<file path="src/sv/deq_pkg.sv">
// ---------------------------------------------------------------------------
// Double-ended queue package
// Shared sizes, operation and status codes, transaction and cell control types.
// ---------------------------------------------------------------------------
package deq_pkg;

	localparam int DEPTH  = 16;
	localparam int DATA_W = 32;
	localparam int IDX_W  = $clog2(DEPTH);
	localparam int CNT_W  = $clog2(DEPTH + 1);

	typedef enum logic [2:0] {
		KIND_PUSH_FRONT = 3'd0,
		KIND_PUSH_BACK  = 3'd1,
		KIND_POP_FRONT  = 3'd2,
		KIND_POP_BACK   = 3'd3,
		KIND_REVERSE    = 3'd4,
		KIND_FIND       = 3'd5
	} kind_e;

	typedef enum logic [1:0] {
		STATUS_OK    = 2'd0,
		STATUS_EMPTY = 2'd1,
		STATUS_FULL  = 2'd2
	} status_e;

	typedef struct packed {
		logic [2:0]        kind;
		logic [DATA_W-1:0] value;
	} cmd_t;

	typedef struct packed {
		logic [DATA_W-1:0] data_out;
		logic              found;
		status_e           status;
		logic [CNT_W-1:0]  count;
	} rsp_t;

	// Common control broadcast to every cell of the chain
	typedef struct packed {
		logic shift_right;  // take the left neighbour's word
		logic shift_left;   // take the right neighbour's word
		logic load_back;    // the tail cell takes the key word
	} cell_ctrl_t;

endpackage

</file>
<file path="src/sv/deq_cell.sv">
// ---------------------------------------------------------------------------
// Double-ended queue cell
// One storage word of the chain: shifts either way, loads at the tail,
// and compares its word with the search key.
// ---------------------------------------------------------------------------
module deq_cell
	import deq_pkg::*;
(
	input  logic              clk,
	input  cell_ctrl_t        ctrl,
	input  logic              live,
	input  logic              tail,
	input  logic [DATA_W-1:0] key,
	input  logic [DATA_W-1:0] left_data,
	input  logic [DATA_W-1:0] right_data,
	output logic [DATA_W-1:0] data,
	output logic              hit
);

	logic [DATA_W-1:0] data_q;

	always_ff @(posedge clk) begin
		if (ctrl.shift_right) begin
			data_q <= left_data;
		end else if (ctrl.shift_left) begin
			data_q <= right_data;
		end else if (ctrl.load_back && tail) begin
			data_q <= key;
		end
	end

	assign data = data_q;
	// only stored entries take part in a search
	assign hit  = live && (data_q == key);

endmodule

</file>
<file path="src/sv/double_ended_queue_unit.sv">
// ---------------------------------------------------------------------------
// Double-ended queue unit
// Bounded deque of data words held in a chain of shifting cells.
// ---------------------------------------------------------------------------
// Usage:
//   Command channel: a transaction is taken at a rising edge with start high
//   and busy low. command.kind picks push front, push back, pop front,
//   pop back, reverse or find; command.value is the word to push or seek.
//   Result channel: done is high for exactly one cycle with result valid;
//   the receiver cannot stall it, so the result must be captured then.
// Timing:
//   Each command is executed on the cell chain in the cycle after acceptance,
//   and the result is presented in the cycle after that.
//   busy is high in the execute cycle only, so a new command can be taken in
//   the same cycle as the previous result, but not while one is executing.
//   Find compares every cell with the key at once in the execute cycle.
// Reset:
//   arst_n clears the count, the direction flag and the handshake state; the
//   cells are not cleared, as only stored entries are ever read.
// ---------------------------------------------------------------------------
module double_ended_queue_unit
	import deq_pkg::*;
(
	input  logic clk,
	input  logic arst_n,
	input  logic start,
	output logic busy,
	input  cmd_t command,
	output logic done,
	output rsp_t result
);

	logic              busy_q;
	logic              done_q;
	logic [2:0]        kind_q;
	logic [DATA_W-1:0] value_q;
	logic [CNT_W-1:0]  count_q;
	logic              rev_q;
	rsp_t              result_q;

	logic              accept;
	logic              is_push;
	logic              is_pop;
	logic              at_front;
	logic              full;
	logic              empty;
	cell_ctrl_t        ctrl;
	logic [CNT_W-1:0]  count_d;
	logic [CNT_W-1:0]  back_pos;
	logic [DATA_W-1:0] cell_data [DEPTH];
	logic [DEPTH-1:0]  hits;
	rsp_t              result_d;

	assign accept = start && !busy_q;

	// Latch the command and hold busy for the execute cycle
	always_ff @(posedge clk or negedge arst_n) begin
		if (!arst_n) begin
			busy_q <= 1'b0;
			done_q <= 1'b0;
		end else begin
			busy_q <= accept;
			done_q <= busy_q;
		end
	end

	always_ff @(posedge clk) begin
		if (accept) begin
			kind_q  <= command.kind;
			value_q <= command.value;
		end
	end

	// Decode: reversal swaps which physical end serves the logical front
	assign is_push  = (kind_q == KIND_PUSH_FRONT) || (kind_q == KIND_PUSH_BACK);
	assign is_pop   = (kind_q == KIND_POP_FRONT) || (kind_q == KIND_POP_BACK);
	assign at_front = is_push ? ((kind_q == KIND_PUSH_FRONT) != rev_q)
	                          : ((kind_q == KIND_POP_FRONT) != rev_q);
	assign full     = (count_q == CNT_W'(DEPTH));
	assign empty    = (count_q == '0);

	assign ctrl.shift_right = busy_q && is_push && !full && at_front;
	assign ctrl.load_back   = busy_q && is_push && !full && !at_front;
	assign ctrl.shift_left  = busy_q && is_pop && !empty && at_front;

	always_comb begin
		count_d = count_q;
		if (busy_q && is_push && !full) begin
			count_d = count_q + 1'b1;
		end else if (busy_q && is_pop && !empty) begin
			count_d = count_q - 1'b1;
		end
	end

	assign back_pos = count_q - 1'b1;

	// Cell chain: cell zero is the physical front, cell count-1 the back
	for (genvar i = 0; i < DEPTH; i++) begin : g_cell
		logic [DATA_W-1:0] left_w;
		logic [DATA_W-1:0] right_w;

		if (i == 0) begin : g_first
			assign left_w = value_q;
		end else begin : g_inner_l
			assign left_w = cell_data[i-1];
		end

		if (i == DEPTH - 1) begin : g_last
			assign right_w = cell_data[i];
		end else begin : g_inner_r
			assign right_w = cell_data[i+1];
		end

		deq_cell u_cell (
			.clk        (clk),
			.ctrl       (ctrl),
			.live       (CNT_W'(i) < count_q),
			.tail       (CNT_W'(i) == count_q),
			.key        (value_q),
			.left_data  (left_w),
			.right_data (right_w),
			.data       (cell_data[i]),
			.hit        (hits[i])
		);
	end

	// Build the result of the executing command
	always_comb begin
		result_d.data_out = '0;
		result_d.found    = 1'b0;
		result_d.status   = STATUS_OK;
		result_d.count    = count_d;
		if (is_push && full) begin
			result_d.status = STATUS_FULL;
		end else if (is_pop && empty) begin
			result_d.status = STATUS_EMPTY;
		end else if (is_pop) begin
			result_d.data_out = at_front ? cell_data[0] : cell_data[back_pos[IDX_W-1:0]];
		end else if ((kind_q == KIND_FIND) && (|hits)) begin
			result_d.found    = 1'b1;
			result_d.data_out = value_q;
		end
	end

	// Advance count and direction; hold the result for its strobe cycle
	always_ff @(posedge clk or negedge arst_n) begin
		if (!arst_n) begin
			count_q <= '0;
			rev_q   <= 1'b0;
		end else if (busy_q) begin
			count_q <= count_d;
			if (kind_q == KIND_REVERSE) begin
				rev_q <= !rev_q;
			end
		end
	end

	always_ff @(posedge clk) begin
		if (busy_q) begin
			result_q <= result_d;
		end
	end

	assign busy   = busy_q;
	assign done   = done_q;
	assign result = result_q;

	// Checks
	a_count_bound: assert property (@(posedge clk) disable iff (!arst_n)
		count_q <= CNT_W'(DEPTH))
		else $error("entry count beyond depth");

	a_done_not_busy: assert property (@(posedge clk) disable iff (!arst_n)
		done_q |-> !busy_q)
		else $error("result strobe overlaps execution");

	a_full_count: assert property (@(posedge clk) disable iff (!arst_n)
		(done_q && result_q.status == STATUS_FULL) |-> (result_q.count == CNT_W'(DEPTH)))
		else $error("full reported below depth");

	a_empty_count: assert property (@(posedge clk) disable iff (!arst_n)
		(done_q && result_q.status == STATUS_EMPTY) |-> (result_q.count == '0))
		else $error("empty reported with stored entries");

	a_found_ok: assert property (@(posedge clk) disable iff (!arst_n)
		(done_q && result_q.found) |-> (result_q.status == STATUS_OK && result_q.count != '0))
		else $error("match reported without stored entries");

endmodule
</file>
<file path="config.mk">
export PLATFORM = sky130hd
export DESIGN_NAME = double_ended_queue_unit
export DESIGN_NICKNAME = d
export VERILOG_FILES = /design/src/sv/deq_pkg.sv /design/src/sv/deq_cell.sv /design/src/sv/double_ended_queue_unit.sv
export SDC_FILE = /design/constraint.sdc
export NUM_CORES = 2
export LEC_CHECK = 0
export BUFFER_PORTS_ARGS = -buffer_cell sky130_fd_sc_hd__buf_2
export CAP_MARGIN = 25
export CORE_ASPECT_RATIO = 0.7
export CORE_UTILIZATION = 60
export CTS_CLUSTER_SIZE = 16
export DETAILED_ROUTE_END_ITERATION = 8
export GPL_TIMING_DRIVEN = 0
export PLACE_DENSITY_LB_ADDON = 0.1
export REMOVE_ABC_BUFFERS = 1
export SETUP_SLACK_MARGIN = 0.1
export SLEW_MARGIN = 25
export SYNTH_ARGS = -nofsm -noshare
export SYNTH_HDL_FRONTEND = slang
export SYNTH_HIERARCHICAL = 1
export SYNTH_SLANG_ARGS = --single-unit
</file>
<file path="constraint.sdc">
create_clock -name clk -period 10 [get_ports clk]
set_input_delay 0.5 -clock clk [delete_from_list [all_inputs] [get_ports clk]]
set_output_delay 0.5 -clock clk [all_outputs]
set_load 0.03 [all_outputs]
</file>
==> impl_metrics.ini <==
[final_layout]
syn_to_final_growth_pct = 13.8
fin_cells = 4541
nets = 3658
final_area_sq_um = 45100
antenna_cells = 0
final_layout_size_suffix_gt1_share_pct = 14.3

[route]
wire_per_inst_microns = 25.2
ant_nets = 0
dr.pass1.iters = 6
routed_wl_microns = 114000
dr_total_vias = 29765
drc = 0
route.detailed.vias_per_inst = 6.55
drt_iter0_drc = 4338

[synthesis]
ys_warn_count = 6
yosysMostFrequentCell = edfxtp_1
synth_area_leader_cell = edfxtp_1
synth_common_cells = edfxtp_1, nand2_1, o21ai_0
synth_ff_type = edfxtp_1
ys_ff_latch = 595
synth_area_leaders = edfxtp_1, mux2i_1, xor2_1
yosysSeqAreaShare_pct = 44.9
synth_cell_type_count = 52
synth_edf_count = 587
async_reset_ff_share_pct = 1.34
syn_inst = 3564
syn_area_sq_um = 39700
synth_top_area_share_pct = 44.4
syn_avg_cell_area_sq_um = 11.1

[placement]
port_buffers = 79
hpwl_microns = 79500
dp.cells = 4416
placed_area_sq_um = 43000
gp_congestion = 0.934

[clock_tree]
cts.sinks = 595
h-tree-depth = 2
clk_pin_slew_ns = 0.07
cts_setup_buffers = 0
cts_root_buf = clkbuf_16
clkLatencyLatePin_ns = 0.65
cts_tree = done
cts_made_buffers = 60
cts_buffer_depth = 3

[timing]
tightest_slew_ns = 1.21
relSlewSlack_pct = 18.5
setup-violations-final = 0
hold_violations = 0
rsz0062_at_grt = false
finalCritPeriodShare_pct = 48.1
setup_tns_ns = 0
worst_clock_skew_ns = 0.0181
slew_viol_final = 0
max_clock_freq_mhz = 208
layout_min_cycle_time_ns = 4.81

[power_and_ir_drop]
power.density_nw_per_um2 = 209
peakVddDrop_uv = 202
leakage_nw = 13.9

[grt]
grt_pass1_vias = 28135
grt_usage_pct = 33.8
grt_max_degree = 43
gr-total-overflow = 0
antenna_found_initial = 0
grt_pass1_wl_microns = 173000

[flow_run]
cap_viol_max_count = 0

[floorplan]
die_x_microns = 309
core_sq_um = 65100
io_pins = 80
num_rows = 78
die_y_microns = 217
die_area_sq_um = 67200
initial_core_util_pct = 61.0

[worst_setup_path]
r2r_cells = 15
crit_type = reg -> reg
cp_data_arrival_time_ns = 5.20
cp_max_fo = 40
worst-endpoint-required_ns = 10.39
critical_path.endpoint_type = flip-flop
cp-start-kind = flip-flop
cp-startpoint = count_q[1]
r2r_slack_ns = 5.19
timing.rr.start = count_q[1]
r2r_end = g_cell[6].u_cell/data[17]

[worst_hold_path]
hold_path.class = in -> reg
min-delay-start = command[19]
hold_path_depth = 1
holdPathEnd = g_cell[0].left_w[19]

[outcome]
status = completed
-- cell type report --
class | count | area [sq um]
multi-input cells | 2719 | 20800
clock inverters | 30 | 343
fillers | 4724 | 20000
flip-flops and latches | 595 | 17800
well taps | 880 | 1100
repair buffers | 233 | 3370
inverters | 6 | 22.5
clock buffers | 78 | 1630
-- report_power, final --
group,switching [W],internal (W)
Sequential,0.000305,0.00308
Clock,0.00101,0.00132
Combinational,0.00206,0.00167
Total,0.00338,0.00607
-- cells by family (layout without fill, tap and decap cells) --
logic type | Yosys count | in the layout | share of synthesized area (%)
adders and majority gates | 5 | 5 | 0.158
xor gates and xnor gates | 517 | 517 | 11.4
DFF | 595 | 595 | 44.9
and+or+nand+nor | 871 | 871 | 10.1
buffers and inverters | 250 | 347 | 3.08
muxes | 640 | 640 | 20.2
AOI/OAI and AO/OA | 686 | 686 | 10.1
-- placed cells by master (no fill, tap or decap), drive strengths merged, types with 2 or more instances in the layout --
master       count
edfxtp         587
o21ai          584
nand2          558
mux2i          512
xor2           499
buf            217
mux4           128
nor4           116
clkbuf          78
nor2b           68
nor3            37
nand3           35
a2bb2oi         32
a2111oi         32
xnor2           18
nand4           18
clkinv          18
nor2            17
a211o           17
dlygate4sd3     16
dfrtp            8
and3             7
bufinv           7
inv              6
a21oi            5
clkinvlp         5
and2             5
ha               5
nand2b           3
a31oi            3
o21bai           2
or3              2
-- per-layer routing --
| layer | track usage [%] | part of all wire [%] |
|---|---|---|
| met5 | 0 | 0 |
| met2 | 49.1 | 44 |
| met3 | 7.33 | 11 |
| met4 | 9.50 | 2.6 |
| met1 | 50.9 | 43 |
-- timing repair --
item,4_1_cts,5_1_grt
hold buffers,16,0
gates resized for setup,0,0
endpoints found under the hold margin,23,0
-- metrics by stage --
step	utilization (%)	worst slack, ns	total power (W)	hold slack, ns
2_1_floorplan	-	-30.07	0.00650	0.204
3_3_place_gp	61.4	-43.93	0.00791	0.362
3_5_place_dp	66.0	5.34	0.00708	0.369
4_1_cts	69.3	5.29	0.00941	0.000255
5_1_grt	69.4	4.90	0.00977	0.0105
6_report	69.4	5.19	0.00944	0.0263
-- registers in the layout, indices dropped and copies added (netlist names) --
name / count
busy: 1
count_q: 5
rev_q: 1
g_cell.left_w: 32
done: 1
result: 40
kind_q: 3
g_cell.u_cell/data: 512
-- critical path, cell delays in order, from the launching register on --
cell and delay, ns:
dfrtp_1 0.72, inv_1 0.34, ha_4 0.29, nand4bb_1 0.14, nand3_1 0.29, nor2_4 0.76, buf_12 0.28, buf_12 0.21
buf_16 0.19, buf_16 0.18, buf_12 0.20, buf_16 0.20, buf_16 0.18, buf_12 0.21, buf_16 0.18, o21ai_0 0.10
-- worst max path at each step --
stage,end,slack [ns],depth (start not counted)
6_report,g_cell[6].u_cell/data[17],5.19,15
5_1_grt,g_cell[6].u_cell/data[17],4.90,16
4_1_cts,g_cell[6].u_cell/data[17],5.29,16
3_5_place_dp,g_cell[6].u_cell/data[17],5.34,16
3_3_place_gp,g_cell[3].u_cell/data[22],-43.93,7
2_1_floorplan,g_cell[0].u_cell/data[0],-30.07,7
(Power assumes the default switching activity.)
